$ cat src/hw/rtl/assert_macros.svh
// ----------------------------------------------------------------------------
// Assertion macros
// Shared concurrent assertion forms for the deframer RTL.
// ----------------------------------------------------------------------------
`ifndef ASSERT_MACROS_SVH
`define ASSERT_MACROS_SVH

// The consequent must hold in the same cycle as the antecedent.
`define ASSERT_IMPLY(label, clk, rst, ante, cons) \
   label: assert property (@(posedge clk) disable iff (rst) (ante) |-> (cons)) \
      else $error("same-cycle implication failed");

// The consequent must hold in the cycle after the antecedent.
`define ASSERT_NEXT(label, clk, rst, ante, cons) \
   label: assert property (@(posedge clk) disable iff (rst) (ante) |=> (cons)) \
      else $error("next-cycle implication failed");

`endif

$ cat src/hw/rtl/dfr_pkg.sv
// ----------------------------------------------------------------------------
// dfr_pkg
// Types, constants and the CRC step shared by the deframer modules.
// ----------------------------------------------------------------------------
`timescale 1ns / 1ps

package dfr_pkg;

   localparam int DefMaxPayload = 64;

   localparam logic [15:0] CrcInit = 16'hFFFF;
   localparam logic [15:0] CrcPoly = 16'h1021;
   localparam logic [15:0] CrcTop  = 16'h8000;

   localparam logic [7:0] SyncFirstReset   = 8'hAA;
   localparam logic [7:0] SyncSecondReset  = 8'h55;
   localparam logic [6:0] LengthLimitReset = 7'd64;

   typedef enum logic [1:0] {
      REG_SYNC_FIRST   = 2'd0,
      REG_SYNC_SECOND  = 2'd1,
      REG_LENGTH_LIMIT = 2'd2,
      REG_UNUSED       = 2'd3
   } reg_index_type;

   typedef enum logic {
      KIND_PAYLOAD = 1'b0,
      KIND_CRC_ERR = 1'b1
   } kind_type;

   typedef struct packed {
      logic       en;
      logic [1:0] index;
      logic [7:0] data;
   } cfg_wr_type;

   typedef struct packed {
      logic       en;
      logic [5:0] addr;
      logic [7:0] data;
   } pay_wr_type;

   typedef struct packed {
      kind_type    kind;
      logic [6:0]  len;
      logic [31:0] good;
      logic [31:0] bad;
   } job_type;

   typedef struct packed {
      logic full;
      logic empty;
   } fifo_status_type;

   // One byte of CRC-16/CCITT-FALSE, MSB first.
   function automatic logic [15:0] crc_next(input logic [15:0] crc, input logic [7:0] b);
      logic [15:0] c;
      c = crc ^ {b, 8'h00};
      for (int i = 0; i < 8; i++) begin
         if ((c & CrcTop) != 16'h0000) begin
            c = {c[14:0], 1'b0} ^ CrcPoly;
         end else begin
            c = {c[14:0], 1'b0};
         end
      end
      return c;
   endfunction

endpackage

$ cat src/hw/rtl/dfr_front.sv
// ----------------------------------------------------------------------------
// dfr_front
// Header parser, payload writer, CRC check and frame counters.
// ----------------------------------------------------------------------------
`timescale 1ns / 1ps

module dfr_front #(
   parameter int MAX_PAYLOAD = dfr_pkg::DefMaxPayload
) (
   input  logic                     clock,
   input  logic                     reset,
   input  dfr_pkg::cfg_wr_type      cfg_wr,
   input  logic                     req_valid,
   output logic                     req_ready,
   input  logic [7:0]               req_byte,
   input  logic                     back_hold,
   input  dfr_pkg::fifo_status_type fifo_status,
   output logic                     job_push,
   output dfr_pkg::job_type         job,
   output dfr_pkg::pay_wr_type      pay_wr
);
   import dfr_pkg::*;

   localparam logic [6:0] MaxLen = 7'(MAX_PAYLOAD);

   typedef enum logic [6:0] {
      F_SYNC1   = 7'b0000001,
      F_SYNC2   = 7'b0000010,
      F_LEN_LO  = 7'b0000100,
      F_LEN_HI  = 7'b0001000,
      F_PAYLOAD = 7'b0010000,
      F_CRC_LO  = 7'b0100000,
      F_CRC_HI  = 7'b1000000
   } front_state_type;

   front_state_type state_ff, state_in;
   logic [6:0]  cnt_ff, cnt_in;
   logic [6:0]  len_ff, len_in;
   logic [7:0]  len_lo_ff, len_lo_in;
   logic [15:0] crc_ff, crc_in;
   logic [7:0]  crc_lo_ff, crc_lo_in;
   logic [31:0] good_ff, good_in;
   logic [31:0] bad_ff, bad_in;
   logic [7:0]  sync1_ff, sync1_in;
   logic [7:0]  sync2_ff, sync2_in;
   logic [6:0]  limit_ff, limit_in;

   logic       accept;
   logic [6:0] eff_limit;
   logic       crc_ok;

   assign eff_limit = (limit_ff > MaxLen) ? MaxLen : limit_ff;
   assign crc_ok    = ({req_byte, crc_lo_ff} == crc_ff);

   // Payload bytes wait while any older verdict is still queued or draining;
   // the closing CRC byte waits for room in the job queue.
   always_comb begin
      req_ready = 1'b1;
      if (state_ff == F_PAYLOAD && back_hold) begin
         req_ready = 1'b0;
      end
      if (state_ff == F_CRC_HI && fifo_status.full) begin
         req_ready = 1'b0;
      end
   end

   assign accept = req_valid && req_ready;

   always_comb begin
      sync1_in = sync1_ff;
      sync2_in = sync2_ff;
      limit_in = limit_ff;
      if (cfg_wr.en) begin
         unique case (reg_index_type'(cfg_wr.index))
            REG_SYNC_FIRST:   sync1_in = cfg_wr.data;
            REG_SYNC_SECOND:  sync2_in = cfg_wr.data;
            REG_LENGTH_LIMIT: limit_in = cfg_wr.data[6:0];
            default:          ;
         endcase
      end
   end

   always_comb begin
      state_in  = state_ff;
      cnt_in    = cnt_ff;
      len_in    = len_ff;
      len_lo_in = len_lo_ff;
      crc_in    = crc_ff;
      crc_lo_in = crc_lo_ff;
      good_in   = good_ff;
      bad_in    = bad_ff;
      job_push  = 1'b0;
      job.kind  = crc_ok ? KIND_PAYLOAD : KIND_CRC_ERR;
      job.len   = len_ff;
      job.good  = crc_ok ? good_ff + 32'd1 : good_ff;
      job.bad   = crc_ok ? bad_ff : bad_ff + 32'd1;
      pay_wr.en   = 1'b0;
      pay_wr.addr = cnt_ff[5:0];
      pay_wr.data = req_byte;
      if (accept) begin
         unique case (state_ff)
            F_SYNC1: begin
               state_in = (req_byte == sync1_ff) ? F_SYNC2 : F_SYNC1;
            end
            F_SYNC2: begin
               if (req_byte == sync2_ff) begin
                  state_in = F_LEN_LO;
               end else begin
                  state_in = (req_byte == sync1_ff) ? F_SYNC2 : F_SYNC1;
               end
            end
            F_LEN_LO: begin
               len_lo_in = req_byte;
               state_in  = F_LEN_HI;
            end
            F_LEN_HI: begin
               if (req_byte == 8'h00 && len_lo_ff != 8'h00 &&
                   len_lo_ff <= {1'b0, eff_limit}) begin
                  len_in   = len_lo_ff[6:0];
                  crc_in   = CrcInit;
                  cnt_in   = 7'd0;
                  state_in = F_PAYLOAD;
               end else begin
                  state_in = F_SYNC1;
               end
            end
            F_PAYLOAD: begin
               pay_wr.en = 1'b1;
               crc_in    = crc_next(crc_ff, req_byte);
               cnt_in    = cnt_ff + 7'd1;
               if (cnt_ff + 7'd1 == len_ff) begin
                  state_in = F_CRC_LO;
               end
            end
            F_CRC_LO: begin
               crc_lo_in = req_byte;
               state_in  = F_CRC_HI;
            end
            F_CRC_HI: begin
               job_push = 1'b1;
               good_in  = job.good;
               bad_in   = job.bad;
               state_in = F_SYNC1;
            end
            default: state_in = F_SYNC1;
         endcase
      end
   end

   always_ff @(posedge clock) begin
      if (reset) begin
         state_ff <= F_SYNC1;
         good_ff  <= 32'd0;
         bad_ff   <= 32'd0;
         sync1_ff <= SyncFirstReset;
         sync2_ff <= SyncSecondReset;
         limit_ff <= LengthLimitReset;
         crc_ff   <= CrcInit;
      end else begin
         state_ff <= state_in;
         good_ff  <= good_in;
         bad_ff   <= bad_in;
         sync1_ff <= sync1_in;
         sync2_ff <= sync2_in;
         limit_ff <= limit_in;
         crc_ff   <= crc_in;
      end
   end

   always_ff @(posedge clock) begin
      cnt_ff    <= cnt_in;
      len_ff    <= len_in;
      len_lo_ff <= len_lo_in;
      crc_lo_ff <= crc_lo_in;
   end

endmodule

$ cat src/hw/rtl/dfr_job_fifo.sv
// ----------------------------------------------------------------------------
// dfr_job_fifo
// Two-entry queue of frame verdicts between the parser and the output side.
// ----------------------------------------------------------------------------
`timescale 1ns / 1ps

module dfr_job_fifo (
   input  logic                     clock,
   input  logic                     reset,
   input  logic                     push,
   input  dfr_pkg::job_type         push_job,
   input  logic                     pop,
   output dfr_pkg::job_type         head_job,
   output dfr_pkg::fifo_status_type status
);
   import dfr_pkg::*;

   job_type    slot_ff [2];
   logic       wr_ptr_ff, wr_ptr_in;
   logic       rd_ptr_ff, rd_ptr_in;
   logic [1:0] count_ff, count_in;
   logic       do_push, do_pop;

   assign status.full  = (count_ff == 2'd2);
   assign status.empty = (count_ff == 2'd0);
   assign do_push  = push && !status.full;
   assign do_pop   = pop && !status.empty;
   assign head_job = slot_ff[rd_ptr_ff];

   always_comb begin
      wr_ptr_in = do_push ? !wr_ptr_ff : wr_ptr_ff;
      rd_ptr_in = do_pop ? !rd_ptr_ff : rd_ptr_ff;
      count_in  = count_ff + {1'b0, do_push} - {1'b0, do_pop};
   end

   always_ff @(posedge clock) begin
      if (reset) begin
         wr_ptr_ff <= 1'b0;
         rd_ptr_ff <= 1'b0;
         count_ff  <= 2'd0;
      end else begin
         wr_ptr_ff <= wr_ptr_in;
         rd_ptr_ff <= rd_ptr_in;
         count_ff  <= count_in;
      end
   end

   always_ff @(posedge clock) begin
      if (do_push) begin
         slot_ff[wr_ptr_ff] <= push_job;
      end
   end

endmodule

$ cat src/hw/rtl/dfr_back.sv
// ----------------------------------------------------------------------------
// dfr_back
// Payload buffer and result sequencer that drains one verdict at a time.
// ----------------------------------------------------------------------------
`timescale 1ns / 1ps

module dfr_back #(
   parameter int MAX_PAYLOAD = dfr_pkg::DefMaxPayload
) (
   input  logic                clock,
   input  logic                reset,
   input  dfr_pkg::pay_wr_type pay_wr,
   input  logic                job_ready,
   input  dfr_pkg::job_type    head_job,
   output logic                job_pop,
   output logic                active,
   output logic                rsp_valid,
   input  logic                rsp_ready,
   output dfr_pkg::kind_type   rsp_kind,
   output logic                rsp_last,
   output logic [7:0]          rsp_byte,
   output logic [5:0]          rsp_index,
   output logic [6:0]          rsp_len,
   output logic [31:0]         rsp_good,
   output logic [31:0]         rsp_bad
);
   import dfr_pkg::*;

   localparam int AW = (MAX_PAYLOAD > 1) ? $clog2(MAX_PAYLOAD) : 1;

   typedef enum logic [2:0] {
      B_IDLE = 3'b001,
      B_READ = 3'b010,
      B_SHOW = 3'b100
   } back_state_type;

   logic [7:0] mem [MAX_PAYLOAD];
   logic [7:0] mem_q_ff;

   back_state_type state_ff, state_in;
   job_type    job_ff, job_in;
   logic [6:0] idx_ff, idx_in;
   logic       rd_en;
   logic       final_byte;

   assign final_byte = (idx_ff + 7'd1 == job_ff.len);
   assign active     = (state_ff != B_IDLE);
   assign rd_en      = (state_ff == B_READ);

   always_comb begin
      state_in = state_ff;
      job_in   = job_ff;
      idx_in   = idx_ff;
      job_pop  = 1'b0;
      unique case (state_ff)
         B_IDLE: begin
            if (job_ready) begin
               job_pop  = 1'b1;
               job_in   = head_job;
               idx_in   = 7'd0;
               state_in = (head_job.kind == KIND_CRC_ERR) ? B_SHOW : B_READ;
            end
         end
         B_READ: state_in = B_SHOW;
         B_SHOW: begin
            if (rsp_ready) begin
               if (job_ff.kind == KIND_CRC_ERR || final_byte) begin
                  state_in = B_IDLE;
               end else begin
                  idx_in   = idx_ff + 7'd1;
                  state_in = B_READ;
               end
            end
         end
         default: state_in = B_IDLE;
      endcase
   end

   always_ff @(posedge clock) begin
      if (reset) begin
         state_ff <= B_IDLE;
      end else begin
         state_ff <= state_in;
      end
   end

   always_ff @(posedge clock) begin
      job_ff <= job_in;
      idx_ff <= idx_in;
   end

   always_ff @(posedge clock) begin
      if (pay_wr.en) begin
         mem[pay_wr.addr[AW-1:0]] <= pay_wr.data;
      end
   end

   always_ff @(posedge clock) begin
      if (rd_en) begin
         mem_q_ff <= mem[idx_ff[AW-1:0]];
      end
   end

   assign rsp_valid = (state_ff == B_SHOW);
   assign rsp_kind  = job_ff.kind;
   assign rsp_last  = (job_ff.kind == KIND_CRC_ERR) || final_byte;
   assign rsp_byte  = (job_ff.kind == KIND_CRC_ERR) ? 8'h00 : mem_q_ff;
   assign rsp_index = (job_ff.kind == KIND_CRC_ERR) ? 6'd0 : idx_ff[5:0];
   assign rsp_len   = job_ff.len;
   assign rsp_good  = job_ff.good;
   assign rsp_bad   = job_ff.bad;

endmodule

$ cat src/hw/rtl/crc_framed_byte_deframer_unit.sv
// ----------------------------------------------------------------------------
// crc_framed_byte_deframer_unit
// Recovers sync/length/CRC-16 framed payloads from a stream of serial bytes.
// ----------------------------------------------------------------------------
//
//   Channel  Direction  Handshake            Moves
//   req_     in         req_tvalid/tready    one received byte per item
//   rsp_     out        rsp_tvalid/tready    one payload byte or CRC error item
//   csr_     in         csr_valid/ready      register index and write data
//
// Header, CRC and sync bytes are taken at one item per cycle; the parser
// updates the CRC within the same cycle it accepts a payload byte.
// Payload bytes stall while any earlier verdict is still queued or being
// released from the shared payload buffer, and the final CRC byte stalls
// while the two-entry verdict queue is full.
// A verdict is taken from the queue while the output side is idle. An error
// item then goes straight to the output, while a good frame first passes a
// registered buffer read; each further payload item again passes that read
// before it is shown. After the last item of a run the output side returns
// to idle and drops rsp_tvalid.
// A stalled rsp_tready holds the result in place while the parser keeps
// taking header bytes.
// Reset is synchronous and active high; the buffer needs no clearing pass
// because every byte released was written during the same frame.
// ----------------------------------------------------------------------------
`timescale 1ns / 1ps

`include "assert_macros.svh"

module crc_framed_byte_deframer_unit #(
   parameter int MAX_PAYLOAD = dfr_pkg::DefMaxPayload
) (
   input  logic        clock,
   input  logic        reset,
   // Input bytes.
   input  logic        req_tvalid,
   output logic        req_tready,
   input  logic [7:0]  req_tdata,   // [7:0] rx_byte
   // Results.
   output logic        rsp_tvalid,
   input  logic        rsp_tready,
   output logic [87:0] rsp_tdata,   // [7:0] data_byte, [13:8] byte_index,
                                    // [20:14] frame_length, [52:21] good_frames,
                                    // [84:53] bad_crc_frames, [87:85] zero
   output logic        rsp_tuser,   // [0] kind
   output logic        rsp_tlast,   // last
   // Register writes.
   input  logic        csr_valid,
   output logic        csr_ready,
   input  logic [1:0]  csr_index,
   input  logic [7:0]  csr_data
);
   import dfr_pkg::*;

   cfg_wr_type      cfg_wr;
   pay_wr_type      pay_wr;
   job_type         push_job;
   job_type         head_job;
   fifo_status_type fifo_status;
   logic            job_push;
   logic            job_pop;
   logic            back_active;
   logic            back_hold;
   kind_type        rsp_kind;
   logic [7:0]      rsp_byte;
   logic [5:0]      rsp_index;
   logic [6:0]      rsp_len;
   logic [31:0]     rsp_good;
   logic [31:0]     rsp_bad;

   // Registers are always writable; the user keeps writes to idle, unenforced.
   assign csr_ready    = 1'b1;
   assign cfg_wr.en    = csr_valid;
   assign cfg_wr.index = csr_index;
   assign cfg_wr.data  = csr_data;

   // The payload buffer is busy as long as any verdict is queued or draining.
   assign back_hold = back_active || !fifo_status.empty;

   dfr_front #(
      .MAX_PAYLOAD(MAX_PAYLOAD)
   ) u_front (
      .clock       (clock),
      .reset       (reset),
      .cfg_wr      (cfg_wr),
      .req_valid   (req_tvalid),
      .req_ready   (req_tready),
      .req_byte    (req_tdata),
      .back_hold   (back_hold),
      .fifo_status (fifo_status),
      .job_push    (job_push),
      .job         (push_job),
      .pay_wr      (pay_wr)
   );

   dfr_job_fifo u_fifo (
      .clock    (clock),
      .reset    (reset),
      .push     (job_push),
      .push_job (push_job),
      .pop      (job_pop),
      .head_job (head_job),
      .status   (fifo_status)
   );

   dfr_back #(
      .MAX_PAYLOAD(MAX_PAYLOAD)
   ) u_back (
      .clock     (clock),
      .reset     (reset),
      .pay_wr    (pay_wr),
      .job_ready (!fifo_status.empty),
      .head_job  (head_job),
      .job_pop   (job_pop),
      .active    (back_active),
      .rsp_valid (rsp_tvalid),
      .rsp_ready (rsp_tready),
      .rsp_kind  (rsp_kind),
      .rsp_last  (rsp_tlast),
      .rsp_byte  (rsp_byte),
      .rsp_index (rsp_index),
      .rsp_len   (rsp_len),
      .rsp_good  (rsp_good),
      .rsp_bad   (rsp_bad)
   );

   assign rsp_tuser = rsp_kind;
   assign rsp_tdata = {3'b000, rsp_bad, rsp_good, rsp_len, rsp_index, rsp_byte};

   // A payload byte is never written while an older frame may still read it.
   `ASSERT_IMPLY(a_no_overwrite, clock, reset, pay_wr.en, !back_hold)
   // A verdict pushed into the queue is visible the next cycle.
   `ASSERT_NEXT(a_push_lands, clock, reset, job_push && !fifo_status.full, !fifo_status.empty)
   // After the final item of a run, the output side idles and drops rsp_tvalid.
   `ASSERT_NEXT(a_gap_after_last, clock, reset, rsp_tvalid && rsp_tready && rsp_tlast, !rsp_tvalid)
   // A result is only shown while the output side is busy with a verdict.
   `ASSERT_IMPLY(a_valid_active, clock, reset, rsp_tvalid, back_active)

endmodule

$ cat config.mk
export PLATFORM = sky130hd
export DESIGN_NAME = crc_framed_byte_deframer_unit
export DESIGN_NICKNAME = d
export VERILOG_FILES = /design/src/hw/rtl/dfr_pkg.sv /design/src/hw/rtl/dfr_front.sv /design/src/hw/rtl/dfr_job_fifo.sv /design/src/hw/rtl/dfr_back.sv /design/src/hw/rtl/crc_framed_byte_deframer_unit.sv
export VERILOG_INCLUDE_DIRS = /design/src /design/src/hw/rtl
export SDC_FILE = /design/constraint.sdc
export NUM_CORES = 1
export LEC_CHECK = 0
export BUFFER_PORTS_ARGS = -buffer_cell sky130_fd_sc_hd__buf_2
export CAP_MARGIN = 10
export CELL_PAD_IN_SITES_DETAIL_PLACEMENT = 2
export CELL_PAD_IN_SITES_GLOBAL_PLACEMENT = 2
export CORE_ASPECT_RATIO = 1.4
export CORE_MARGIN = 4
export CORE_UTILIZATION = 30
export CTS_CLUSTER_DIAMETER = 30
export DETAILED_ROUTE_END_ITERATION = 12
export MAX_ROUTING_LAYER = met4
export PLACE_DENSITY = 0.65
export SLEW_MARGIN = 20
export SYNTH_ARGS = -nofsm -noshare
export SYNTH_HDL_FRONTEND = slang
export SYNTH_SLANG_ARGS = --single-unit
$ cat constraint.sdc
create_clock -name clock -period 7.7 [get_ports clock]
set_clock_uncertainty 0.1 [all_clocks]
set_input_delay 0.385 -clock clock [delete_from_list [all_inputs] [get_ports clock]]
set_output_delay 0.385 -clock clock [all_outputs]
set_load 0.01 [all_outputs]
==> results.py <==
metrics = {
    "drt": {
        "ant_nets": 0,
        "wl_met1_mm": 41.6,
        "wl_per_cell_um": 26.1,
        "drtIter0Drc": 1490,
        "vias_per_cell": 4.99,
        "drtPass1Iterations": 5,
        "vias": 20400,
        "routed_wl_mm": 107,
        "dr_wl_met2_mm": 57.2,
        "highest_layer": "met4",
        "route.met3.wl_mm": 5.13,
        "drc": 0,
    },
    "synth": {
        "syn_area_per_cell_um2": 16.9,
        "synth_top_family_by_area": "multiplexers",
        "yosys.area_share.simple_pct": 7.43,
        "synth_area_leader_cell": "edfxtp_1",
        "yosys_warnings": 0,
        "syn_inst": 2137,
        "synth_most_common_cell": "edfxtp_1",
        "synth_common_cells": "773 x edfxtp_1, 193 x nor2_1, 160 x mux4_2, 118 x dfxtp_1, 118 x xnor2_1",
        "synthTopCellsByArea": "edfxtp_1 64%, mux4_2 10%, dfxtp_1 6.6%, xnor2_1 2.9%, mux2_2 2.4%",
        "synth-compound-area-share_pct": 2.49,
        "netlist.area_leader.share_pct": 64.4,
        "ys_types": 57,
        "yosys.area_share.adder_pct": 0.451,
        "syn-cell-area_mm2": 0.0360,
        "async_reset_ff_share_pct": 0,
        "synth_seq_cells": 891,
        "synth_edf_count": 773,
        "synth_ff_type": "edfxtp_1",
        "ys_seq_area_share_pct": 70.9,
        "synthXorXnorAreaFrac_pct": 4.36,
        "muxShareOfSynthArea_pct": 12.7,
    },
    "place": {
        "port_buffers": 111,
        "gp_congestion": 0.775,
        "hpwl_mm": 65.4,
        "placed_cells": 3756,
    },
    "sta": {
        "setup_viol": 0,
        "grt_setup_unrepaired": "no",
        "slew_viol_final": 0,
        "min_period_ps": 4400,
        "max_freq_mhz": 227,
        "fin_setup_tns_ps": 0,
        "hold_viol": 0,
        "tightest_slew_ps": 1170,
        "max-slew-margin-rel_pct": 21.4,
        "post-route-period-util_pct": 57.2,
    },
    "power_and_ir_drop": {
        "ir_drop_mv": 0.221,
        "p_per_area_mw_per_mm2": 325,
        "power_uw": 14500,
        "p_leak_uw": 0.0147,
        "swShare_pct": 25.2,
        "clock_power_share_pct": 53.2,
        "p_seq_share_pct": 37.8,
        "combinationalPowerShare_pct": 9.0,
        "p_sw_uw": 3660,
        "p_int_uw": 10900,
    },
    "cts": {
        "clock_latency_ps": 790,
        "cts_tree": "done",
        "holdBufCountCts": 17,
        "clkTransAtPathRegs_ps": 50,
        "cts_sinks": 891,
        "clk_root_buffer_cell": "clkbuf_16",
        "post_cts_buffers": 0,
        "cts.htree.levels": 4,
        "cts.repair.resized": 0,
        "cts_made_buffers": 168,
        "clockBufferDepth": 3,
    },
    "job": {
        "drv_cap": 0,
    },
    "setup_path": {
        "worstSetupPathType": "register to register",
        "critPathRequiredTime_ps": 7970,
        "cp.arrival_ps": 4670,
        "critPathLaunchType": "register",
        "worstPathMaxFanout": 57,
        "end_kind": "register",
    },
    "floorplanning": {
        "die_x_um": 301,
        "rows": 150,
        "die-area_mm2": 0.126,
        "ios": 116,
        "fp.coreArea_mm2": 0.119,
        "die_y_um": 418,
        "start_util_pct": 30.2,
    },
    "final_layout": {
        "syn_to_final_growth_pct": 24.0,
        "nets": 2385,
        "final_util_pct": 37.5,
        "drive_above_1_share_pct": 28.7,
        "n_fill_cell": 11800,
        "layout.cells.non_filler": 4094,
    },
    "global_routing": {
        "grt_pass1_vias": 22800,
        "overflow": 0,
        "track_usage_pct": 17.5,
        "grt_pass1_wl_mm": 158,
        "antenna_found_initial": 2,
        "grt_max_degree": 133,
    },
    "min_path": {
        "hold_class": "input port to register",
    },
    "outcome": {
        "status": "completed",
    },
}
-- final cells by class --
type                    count  area (um^2)  area share [%]
clock inverters           133         1690            3.78
multi-input cells        1105        10000            22.4
well taps                1596         2000            4.47
inverters                  23         86.3           0.193
diodes                      2         5.00          0.0112
repair buffers            160         1010            2.27
flip-flops and latches    891        25600            57.2
clock buffers             184         4330            9.68
-- cell families (layout without fill, tap and decap cells) --
kind of cell	count (synthesis)	after routing
DFF	891	891
other	2	6
muxes	249	249
adders and majority gates	13	13
and+or+nand+nor	535	535
xor gates and xnor gates	176	176
AOI/OAI and AO/OA	128	128
buffers and inverters	143	500
-- routing by layer --
metal | track usage, % | vias up
met5 | - | -
met4 | 6.03 | 0
met3 | 3.53 | 167
met2 | 30.6 | 608
met1 | 19.9 | 10900
li1 | - | 8791
-- per-stage QoR --
step                setup slack [ps]  hold slack (ps)  cell area, um^2
floorplan                       2300              347            36100
global placement                3410              366            38400
detailed placement              3230              382            38400
CTS                             3230             3.06            44600
global route                    2960             65.1            44700
finish                          3300             65.6            44700
-- state kept, by name, indices dropped and copies added (netlist names), 8 cells and up, named ones only --
name	flops
u_front.sync2_ff	8
u_back.mem	512
u_front.bad_ff	32
u_back.rsp_good	32
u_back.rsp_bad	32
u_front.len_lo_ff	8
u_front.sync1_ff	8
u_fifo.slot_ff	144
u_front.crc_ff	16
u_back.mem_q_ff	8
u_front.crc_lo_ff	8
u_front.good_ff	32
-- final timing paths --
path                        from                    end  slack, ps  cells past startpoint
min                 csr_index[0]    u_front.sync1_ff[2]         70                      4
max           u_back.state_ff[0]  u_fifo.slot_ff[1][45]       3300                      7
min reg2reg  u_front.sync2_ff[0]    u_front.sync2_ff[0]        390                      1
max reg2reg   u_back.state_ff[0]  u_fifo.slot_ff[1][45]       3300                      7
-- cells in the final DEF (no fill, tap or decap), drive strengths merged, types with 48 or more instances in the layout --
cell,netlist,layout
edfxtp,773,773
nor2,193,193
clkbuf,82,184
mux4,160,160
buf,38,143
xnor2,122,122
dfxtp,118,118
nand2,85,85
mux2,78,78
clkinv,1,64
xor2,54,54
inv,22,48
-- critical path, cell delays in order, from the launching register on --
cell	delay [ps]
dfxtp_1	410
or3b_2	550
nor3_1	590
o31ai_4	120
buf_4	350
clkinv_1	590
and2_4	440
buf_4	690
-- power by group through the flow --
| stage | logic [uW] | clock network, uW | registers [uW] |
|---|---|---|---|
| after floorplan | 797 | 0 | 5570 |
| after global placement | 1250 | 0 | 5610 |
| after detailed placement | 1280 | 0 | 5620 |
| after CTS | 1300 | 7870 | 5530 |
| after global routing | 1400 | 8130 | 5500 |
| final | 1300 | 7730 | 5490 |
(Power assumes the default switching activity.)
